===== src/rtl/okl_pkg.sv =====
package okl_pkg;

  localparam int unsigned ListDepthDefault = 16;
  localparam int unsigned KeyW = 32;
  localparam int unsigned ModeW = 2;
  localparam int unsigned StatusW = 2;

  localparam logic [ModeW-1:0] ModeAppend = 2'd0;
  localparam logic [ModeW-1:0] ModeRemove = 2'd1;

  localparam logic [StatusW-1:0] StatusOk = 2'd0;
  localparam logic [StatusW-1:0] StatusFull = 2'd1;
  localparam logic [StatusW-1:0] StatusNotFound = 2'd2;
  localparam logic [StatusW-1:0] StatusEmpty = 2'd3;

  typedef struct packed {
    logic append;
    logic remove;
    logic rotate;
  } cell_ctrl_t;

endpackage


===== src/rtl/ordered_key_list_unit.sv =====
// append and remove: result word registered at accept; one item per cycle when not stalled
// dump: accept enters ST_DUMP, which registers one entry word per cycle while output is free
// input is held off while a dump is streaming; an empty dump yields one word
// all cells compare against the key in parallel; a dump rotates the cell chain once around
// reset (rst_ni low, asynchronous) empties the list and drops any pending output word
module ordered_key_list_unit #(
  parameter int unsigned LIST_DEPTH = okl_pkg::ListDepthDefault,
  localparam int unsigned CountW = $clog2(LIST_DEPTH + 1)
) (
  input  logic                                clk_i,
  input  logic                                rst_ni,
  input  logic                                in_valid_i,
  output logic                                in_ready_o,
  input  logic [okl_pkg::ModeW-1:0]           mode_i,
  input  logic signed [okl_pkg::KeyW-1:0]     key_i,
  output logic                                out_valid_o,
  input  logic                                out_ready_i,
  output logic signed [okl_pkg::KeyW-1:0]     entry_key_o,
  output logic [okl_pkg::StatusW-1:0]         status_o,
  output logic [CountW-1:0]                   entry_count_o,
  output logic                                last_o
);

  typedef enum logic [1:0] {
    ST_IDLE = 2'b01,
    ST_DUMP = 2'b10
  } state_e;

  localparam logic [CountW-1:0] Depth = CountW'(LIST_DEPTH);

  state_e state_q, state_d;
  logic [CountW-1:0] count_q, count_d;
  logic [CountW-1:0] idx_q, idx_d;
  logic out_valid_q, out_valid_d;
  logic signed [okl_pkg::KeyW-1:0] out_key_q, out_key_d;
  logic [okl_pkg::StatusW-1:0] out_status_q, out_status_d;
  logic [CountW-1:0] out_count_q, out_count_d;
  logic out_last_q, out_last_d;

  okl_pkg::cell_ctrl_t ctrl;
  logic out_free, in_accept, dump_last;

  logic signed [okl_pkg::KeyW-1:0] ent [LIST_DEPTH+1];
  logic [LIST_DEPTH:0] vld_ext;
  logic [LIST_DEPTH:0] pv_ext;
  logic [LIST_DEPTH:0] hit;
  logic [LIST_DEPTH-1:0] vld;

  assign ent[LIST_DEPTH] = '0;
  assign vld_ext = {1'b0, vld};
  assign pv_ext  = {vld, 1'b1};
  assign hit[0]  = 1'b0;

  for (genvar i = 0; i < LIST_DEPTH; i++) begin : g_cell
    okl_cell u_cell (
      .clk_i        (clk_i),
      .rst_ni       (rst_ni),
      .ctrl_i       (ctrl),
      .key_i        (key_i),
      .head_key_i   (ent[0]),
      .prev_valid_i (pv_ext[i]),
      .nbr_entry_i  (ent[i+1]),
      .nbr_valid_i  (vld_ext[i+1]),
      .hit_i        (hit[i]),
      .hit_o        (hit[i+1]),
      .entry_o      (ent[i]),
      .valid_o      (vld[i])
    );
  end

  assign out_free   = !out_valid_q || out_ready_i;
  assign in_ready_o = (state_q == ST_IDLE) && out_free;
  assign in_accept  = in_valid_i && in_ready_o;
  assign dump_last  = ((idx_q + CountW'(1)) == count_q);

  always_comb begin
    state_d      = state_q;
    count_d      = count_q;
    idx_d        = idx_q;
    out_valid_d  = out_valid_q && !out_ready_i;
    out_key_d    = out_key_q;
    out_status_d = out_status_q;
    out_count_d  = out_count_q;
    out_last_d   = out_last_q;
    ctrl         = '0;
    case (state_q)
      ST_IDLE: begin
        if (in_accept) begin
          out_key_d  = '0;
          out_last_d = 1'b1;
          if (mode_i[1]) begin
            if (count_q == '0) begin
              out_valid_d  = 1'b1;
              out_status_d = okl_pkg::StatusEmpty;
              out_count_d  = '0;
            end else begin
              state_d = ST_DUMP;
              idx_d   = '0;
            end
          end else if (mode_i == okl_pkg::ModeAppend) begin
            out_valid_d = 1'b1;
            if (count_q == Depth) begin
              out_status_d = okl_pkg::StatusFull;
              out_count_d  = count_q;
            end else begin
              ctrl.append  = 1'b1;
              count_d      = count_q + CountW'(1);
              out_status_d = okl_pkg::StatusOk;
              out_count_d  = count_q + CountW'(1);
            end
          end else begin
            out_valid_d = 1'b1;
            if (hit[LIST_DEPTH]) begin
              ctrl.remove  = 1'b1;
              count_d      = count_q - CountW'(1);
              out_status_d = okl_pkg::StatusOk;
              out_count_d  = count_q - CountW'(1);
            end else begin
              out_status_d = okl_pkg::StatusNotFound;
              out_count_d  = count_q;
            end
          end
        end
      end
      ST_DUMP: begin
        if (out_free) begin
          ctrl.rotate  = 1'b1;
          out_valid_d  = 1'b1;
          out_key_d    = ent[0];
          out_status_d = okl_pkg::StatusOk;
          out_count_d  = count_q;
          out_last_d   = dump_last;
          idx_d        = idx_q + CountW'(1);
          if (dump_last) begin
            state_d = ST_IDLE;
          end
        end
      end
      default: begin
        state_d = ST_IDLE;
      end
    endcase
  end

  always_ff @(posedge clk_i or negedge rst_ni) begin
    if (!rst_ni) begin
      state_q     <= ST_IDLE;
      count_q     <= '0;
      idx_q       <= '0;
      out_valid_q <= 1'b0;
    end else begin
      state_q     <= state_d;
      count_q     <= count_d;
      idx_q       <= idx_d;
      out_valid_q <= out_valid_d;
    end
  end

  always_ff @(posedge clk_i) begin
    out_key_q    <= out_key_d;
    out_status_q <= out_status_d;
    out_count_q  <= out_count_d;
    out_last_q   <= out_last_d;
  end

  assign out_valid_o   = out_valid_q;
  assign entry_key_o   = out_key_q;
  assign status_o      = out_status_q;
  assign entry_count_o = out_count_q;
  assign last_o        = out_last_q;

  a_count_bound : assert property (@(posedge clk_i) disable iff (!rst_ni)
    count_q <= Depth)
    else $error("entry count above depth");

  a_valid_matches_count : assert property (@(posedge clk_i) disable iff (!rst_ni)
    $countones(vld) == int'(count_q))
    else $error("cell valid bits disagree with entry count");

  a_dump_nonempty : assert property (@(posedge clk_i) disable iff (!rst_ni)
    (state_q == ST_DUMP) |-> (count_q != '0) && (idx_q < count_q))
    else $error("dump running past list end");

  a_append_grows : assert property (@(posedge clk_i) disable iff (!rst_ni)
    (in_accept && (mode_i == okl_pkg::ModeAppend) && (count_q != Depth))
      |=> (count_q == $past(count_q) + CountW'(1)))
    else $error("append did not grow list");

  a_error_is_last : assert property (@(posedge clk_i) disable iff (!rst_ni)
    (out_valid_q && (out_status_q != okl_pkg::StatusOk)) |-> out_last_q)
    else $error("error word not marked last");

endmodule


===== src/rtl/okl_cell.sv =====
module okl_cell (
  input  logic                             clk_i,
  input  logic                             rst_ni,
  input  okl_pkg::cell_ctrl_t              ctrl_i,
  input  logic signed [okl_pkg::KeyW-1:0]  key_i,
  input  logic signed [okl_pkg::KeyW-1:0]  head_key_i,
  input  logic                             prev_valid_i,
  input  logic signed [okl_pkg::KeyW-1:0]  nbr_entry_i,
  input  logic                             nbr_valid_i,
  input  logic                             hit_i,
  output logic                             hit_o,
  output logic signed [okl_pkg::KeyW-1:0]  entry_o,
  output logic                             valid_o
);

  logic signed [okl_pkg::KeyW-1:0] entry_q, entry_d;
  logic                            valid_q, valid_d;
  logic                            match;

  assign match   = valid_q && (entry_q == key_i);
  assign hit_o   = hit_i | match;
  assign entry_o = entry_q;
  assign valid_o = valid_q;

  always_comb begin
    entry_d = entry_q;
    valid_d = valid_q;
    if (ctrl_i.append && !valid_q && prev_valid_i) begin
      entry_d = key_i;
      valid_d = 1'b1;
    end else if (ctrl_i.remove && hit_o) begin
      entry_d = nbr_entry_i;
      valid_d = nbr_valid_i;
    end else if (ctrl_i.rotate && valid_q) begin
      entry_d = nbr_valid_i ? nbr_entry_i : head_key_i;
    end
  end

  always_ff @(posedge clk_i or negedge rst_ni) begin
    if (!rst_ni) begin
      valid_q <= 1'b0;
    end else begin
      valid_q <= valid_d;
    end
  end

  always_ff @(posedge clk_i) begin
    entry_q <= entry_d;
  end

endmodule


===== config.mk =====
export PLATFORM = sky130hd
export DESIGN_NAME = ordered_key_list_unit
export DESIGN_NICKNAME = d
export VERILOG_FILES = /design/src/rtl/okl_pkg.sv /design/src/rtl/ordered_key_list_unit.sv /design/src/rtl/okl_cell.sv
export SDC_FILE = /design/constraint.sdc
export NUM_CORES = 2
export LEC_CHECK = 0
export ABC_AREA = 1
export CAP_MARGIN = 20
export CELL_PAD_IN_SITES_DETAIL_PLACEMENT = 1
export CELL_PAD_IN_SITES_GLOBAL_PLACEMENT = 1
export CORE_ASPECT_RATIO = 0.7
export CORE_MARGIN = 2
export CORE_UTILIZATION = 25
export DETAILED_ROUTE_END_ITERATION = 8
export DONT_BUFFER_PORTS = 1
export HOLD_SLACK_MARGIN = 0.05
export PLACE_DENSITY = 0.55
export RECOVER_POWER = 100
export SYNTH_ARGS = -nofsm -noshare
export SYNTH_HDL_FRONTEND = slang
export SYNTH_SLANG_ARGS = --single-unit

===== constraint.sdc =====
create_clock -name clk_i -period 9.55 [get_ports clk_i]
set_input_delay 0.4775 -clock clk_i [delete_from_list [all_inputs] [get_ports clk_i]]
set_output_delay 0.4775 -clock clk_i [all_outputs]
set_load 0.1 [all_outputs]

======== Word level (Yosys, flattened, before mapping) ========
Cells that the tools add are included.
word-level totals
  input bits .............................. 38
  bits in registers ....................... 581
  output and inout bits ................... 42
cells by class
  reductions and logical operators ........ 143
  mux-type cells .......................... 142
  eq/ne operators ......................... 26
  bitwise operators ....................... 16
  $add $sub $neg .......................... 3
operators with widths
  operator               count
  $mux W32               65
  $eq A32 B32 Y1         16
  $logic_and A1 B1 Y1    82
  $pmux W32 S2           1
  $mux W5                11
  $reduce_bool A3 Y1     17
  $mux W1                45
  $reduce_bool A2 Y1     17
  $mux W2                14
  $pmux W5 S2            2
  $logic_not A1 Y1       18
  $or A1 B1 Y1           15
  $add A5 B1 Y5 const B  2
  $ne A2 B2 Y1 const B   5
  $reduce_and A5 Y1      2
  $pmux W2 S2            2
  $reduce_and A3 Y1      2
  $eq A5 B5 Y1           1
  $eq A5 B5 Y1 const B   1
  $logic_not A5 Y1       1
  $sub A5 B1 Y5 const B  1
  $pmux W1 S2            2
  $reduce_and A4 Y1      1
  $ne A3 B2 Y1 const B   1
  6 further kinds        6

======== Logic depth before layout (Yosys ltp) ========
  depth in word-level cells ............... 25
  mapped depth ............................ 25

======== By module ========
From an unflattened synthesis, not the netlist that was laid out.
unflattened totals
  cells, all modules ...................... 7434
  area total of the unflattened synthesis .. 47515.6 sq um
by module, submodules not included
  module                 cells each  times used  area each (sq um)
  okl_cell               447         16          2803.9
  ordered_key_list_unit  282         1           2652.5

======== Worst setup path before layout ========
Ideal clock, no wire load.
  kind .................................... register to register
  start point ............................. register out_valid_q, in the netlist out_valid_o
  end point ............................... register g_cell[13].u_cell.entry_q (netlist bit g_cell[13].u_cell.entry_o[0]) (enable)
  stages on the path, launching flop included .. 12
  library setup time ...................... 431 ps
  data arrival time ....................... 4714 ps
  setup slack ............................. 4405 ps
  path through ............................ dfrtp_1 inv_1 nor2_1 nor2_1 nand2_1 nor2_1 inv_1 nor2_2 buf_2 nand3b_4 buf_2 o211ai_1
on the way
  longest elaborated chain between the ends .. 9
  elaborated cells between the ends (all ways) .. 13
RTL lines
  item                                     line                          RTL
  start: declaration                       ordered_key_list_unit.sv:34   logic out_valid_q, out_valid_d;
  start signal: assignment                 ordered_key_list_unit.sv:155  out_valid_q <= out_valid_d;
  $logic_not A1 Y1 (*)                     ordered_key_list_unit.sv:71   assign out_free = !out_valid_q || out_ready_i;
  $logic_or A1 B1 Y1 (*)                   ordered_key_list_unit.sv:71
  $logic_and A1 B1 Y1 (*)                  ordered_key_list_unit.sv:72   assign in_ready_o = (state_q == ST_IDLE) && out_free;
  net in_ready_o                           ordered_key_list_unit.sv:13   output logic in_ready_o,
  $logic_and A1 B1 Y1 (*)                  ordered_key_list_unit.sv:73   assign in_accept = in_valid_i && in_ready_o;
  $mux W2 (*)                              ordered_key_list_unit.sv:88   if (in_accept) begin
  $mux W2 (*)                              ordered_key_list_unit.sv:86   case (state_q)
  $logic_and A1 B1 Y1 (2 in a row)         okl_cell.sv:28                if (ctrl_i.append && !valid_q && prev_valid_i) begin
  $reduce_bool A3 Y1 (no source line) (*)  --
  end signal: assignment                   okl_cell.sv:48                entry_q <= entry_d;
  end: declaration                         okl_cell.sv:16                logic signed [okl_pkg::KeyW-1:0] entry_q, entry_d;
The timed path passes the listed nets; every way through them passes the cells marked *.
A chain may end at the register's enable or synchronous reset.

======== Worst setup path in the final report ========
  start point ............................. register out_valid_q, in the netlist out_valid_o
  end point ............................... register g_cell[9].u_cell.entry_q (netlist bit g_cell[9].u_cell.entry_o[23]) (enable)
on the way
  longest elaborated chain between the ends .. 9
  elaborated cells between the ends (all ways) .. 13
RTL lines
  item                                     line
  $logic_not A1 Y1 (*)                     ordered_key_list_unit.sv:71
  $logic_or A1 B1 Y1 (*)                   ordered_key_list_unit.sv:71
  $logic_and A1 B1 Y1 (*)                  ordered_key_list_unit.sv:72
  net in_ready_o                           ordered_key_list_unit.sv:13
  $logic_and A1 B1 Y1 (*)                  ordered_key_list_unit.sv:73
  $mux W2 (*)                              ordered_key_list_unit.sv:88
  $mux W2 (*)                              ordered_key_list_unit.sv:86
  $logic_and A1 B1 Y1 (2 in a row)         okl_cell.sv:28
  $reduce_bool A3 Y1 (no source line) (*)  --
  end signal: assignment                   okl_cell.sv:48
  end: declaration                         okl_cell.sv:16
Marks and branches as above.

==> run metrics <==
sequential area share after synthesis=45.6%; Worst-Margin Slew=2.96 ns; hold path start=mode_i[1]; commonest non-fill, non-tap cell in the layout=nand2_1; RSZ-0062 raised after global routing=false; area grow syn2layout=12.1%; CP startpoint kind=flip-flop; # rows=119; Max IR drop VDD=142 uV; FF/Latch Area=0.0173 sq mm; H-tree levels=3; Final Hold Fails=0; Worst Hold Depth=2; post-route ant nets=0; CTS tree=done; Worst Path Arrival=8.09 ns; Leak Pwr=0.0185 uW; First-pass DRT Iterations=5; drt total wl=234,000 microns; RR Startpoint=out_valid_o; total grt overflow=0; routed len/inst=33.6 microns; relative slew slack=-97.6%; Achievable Freq=128 MHz; Clock Latency Late Sink=0.70 ns; Ports=80; Max Buffers Root-to-Sink=3; status=finished with violations; maxcap violations=19; Core Area=0.151 sq mm; die width=470 microns; Crit. Startpoint=out_valid_o; Final setup violation count=0; failing checks=max-capacitance violations, max-slew violations; number of antenna violations at the first check in global routing=18; IO buf count=0; vias in the first global route=36,200; NumNets Final=4,962; first-pass GRT wire length=316,000 microns; Detail Placement HPWL=138,000 microns; syn avg cell area=7.47 sq um; post-synthesis instance total=5,083; Synth Warn #=0; Final Non-Filler Cells=6,974; Clk pin slew, worst setup/hold paths=0.06 ns; dpl cells=6,804; share of cells above drive strength 1=5.89%; area occupied by multi-input gates=0.0167 sq mm; CP endpoint=g_cell[9].u_cell.entry_o[23]; Worst Reg-to-Reg Cells=13; Final GP Congestion=0.936; commonest cells after routing, fill and taps aside=1,940 x nand2_1, 559 x nand3_1, 552 x edfxtp_1, 543 x inv_1, 256 x o21ai_0; final slew viol count=619; crit path time final=7.83 ns; fin crit share=82.0%; All-Layer GR Usage=29.5%; clock sinks=581; Starting Density=25.2%; clk root buf=clkbuf_16; capturing point of the worst reg2reg path=g_cell[9].u_cell.entry_o[23]; Netlist cell types=54; crit-path max FO=34; CP cell instances=inv_1 -> nor2_1 -> nor2_1 -> nand2_1 -> nor2_1 -> clkbuf_1 -> inv_1 -> nor3_1 -> buf_4 -> inv_1 -> buf_4 -> o211ai_1 -> clkbuf_1; worst clock skew=0.0497 ns; Fill cells=18,200; Die ar.=0.155 sq mm; DRT iter0 DRCs=6,423; Worst Hold Class=in2reg; Slowest cell on crit path=clkbuf_1; Setup crit end kind=flip-flop; worst path required time=9.82 ns; R2R setup slack=1.72 ns; # DRC=0; CP Class=reg2reg; power per cell area=250 mW/mm^2; number of synthesized register bits=581; Die Ht=330 microns; vias per cell=5.59; syn nets=5,126; setup_tns=0 ns; Syn Std Cell Area=0.0380 sq mm; vias after detailed routing=39,000; largest net degree at the start of global routing=69; Num CTS Buffers=68; CP peak stage delay=1.54 ns
## worst min-delay path by stage
| stage | slack (ns) | endpoint |
|---|---|---|
| after floorplan | 0.18 | count_q[0] |
| after CTS | 0.06 | g_cell[12].u_cell.entry_o[26] |
| after detailed placement | 0.18 | state_q[1] |
| final | 0.1 | count_q[4] |
| after global routing | 0.07 | g_cell[7].u_cell.entry_o[23] |
| after global placement | 0.18 | state_q[1] |
## per-stage QoR
step | total power, uW | hold slack, ns | worst slack (ns) | utilization [%] | cell area, sq um
2_1_floorplan | 6310 | 0.182 | 4.41 | - | 38000
3_3_place_gp | 7500 | 0.183 | 3.13 | 26.3 | 39600
3_5_place_dp | 7560 | 0.183 | 3.36 | 26.4 | 39800
4_1_cts | 10600 | 0.0562 | 3.34 | 28.3 | 42700
5_1_grt | 11000 | 0.0748 | 1.54 | 28.2 | 42500
6_report | 10700 | 0.0957 | 1.72 | 28.2 | 42600
## critical path, delay by kind of cell (launching register included)
kind,cells,cell delay [ns]
DFF,1,0.74
and+or+nand+nor,5,2.34
AOI/OAI and AO/OA,1,0.16
buffers and inverters,7,4.03
## synthesized netlist by cell type (all sizes together)
cell / n / share of area, %
a2111oi: 1 / 0.023
a211oi: 5 / 0.099
a21boi: 1 / 0.020
a21oi: 13 / 0.17
a221o: 1 / 0.026
a221oi: 5 / 0.12
a31oi: 1 / 0.016
buf: 157 / 2.3
clkbuf: 219 / 2.2
clkinv: 6 / 0.059
dfrtp: 28 / 1.8
dfstp: 1 / 0.069
edfxtp: 552 / 44
ha: 5 / 0.16
inv: 597 / 5.9
nand2: 1951 / 19
nand3: 568 / 7.7
nand3b: 6 / 0.25
nand4: 60 / 1.1
nor2: 103 / 1.1
nor3: 35 / 0.46
nor4: 40 / 0.66
nor4b: 6 / 0.14
o2111a: 1 / 0.030
o2111ai: 29 / 0.67
o211ai: 64 / 1.3
o21a: 3 / 0.059
o21ai: 274 / 3.6
o221ai: 12 / 0.28
o22ai: 147 / 2.4
o2bb2ai: 1 / 0.023
o31a: 1 / 0.023
o31ai: 1 / 0.020
o41ai: 1 / 0.023
or2: 8 / 0.13
or3: 1 / 0.016
or4: 1 / 0.020
xnor2: 64 / 1.5
xor2: 114 / 2.6
## metal layers
layer	wire length, microns	vias up	GRT usage, %
met5	68	-	0
met4	9390	10	10.4
met3	32800	400	9.93
met2	89400	2634	39.4
met1	103000	19600	43.2
li1	-	16300	-
## report_power, final
| part | total, uW | switching (uW) | internal, uW |
|---|---|---|---|
| clock network | 2910 | 1260 | 1650 |
| logic | 3190 | 2340 | 856 |
| registers | 4560 | 1050 | 3510 |
| total | 10700 | 4640 | 6020 |
## layout make-up
cell class              count  area share [%]
repair buffers            142            3.36
inverters                 603            5.32
well taps                1996            5.87
diodes                      4          0.0235
clock inverters            30           0.959
clock buffers              95            4.48
multi-input cells        3523            39.3
flip-flops and latches    581            40.7
## cells by family (layout without fill, tap and decap cells)
logic type,count (synthesis),after routing,share of synthesized area (%)
AO/OA/AOI/OAI,561,561,8.89
XOR/XNOR,178,178,4.11
adder cells (fa/ha/maj),5,5,0.165
buffers and inverters,979,870,10.4
flip-flops,581,581,45.6
other,0,4,0
AND/OR/NAND/NOR,2779,2779,30.9
## state kept, by name (all words and copies together), names as in the netlist
register               cells
g_cell.u_cell.entry_o    512
entry_key_o               32
g_cell.u_cell.valid_o     16
count_q                    5
entry_count_o              5
idx_q                      5
state_q                    2
status_o                   2
last_o                     1
out_valid_o                1
## timing repair
action | CTS | global route
buffers inserted | 0 | 0
resized for setup | 0 | 0
hold buffers | 40 | 0
hold endpoints to repair | 308 | 0
No activity file was read; power rests on OpenSTA's default activity.
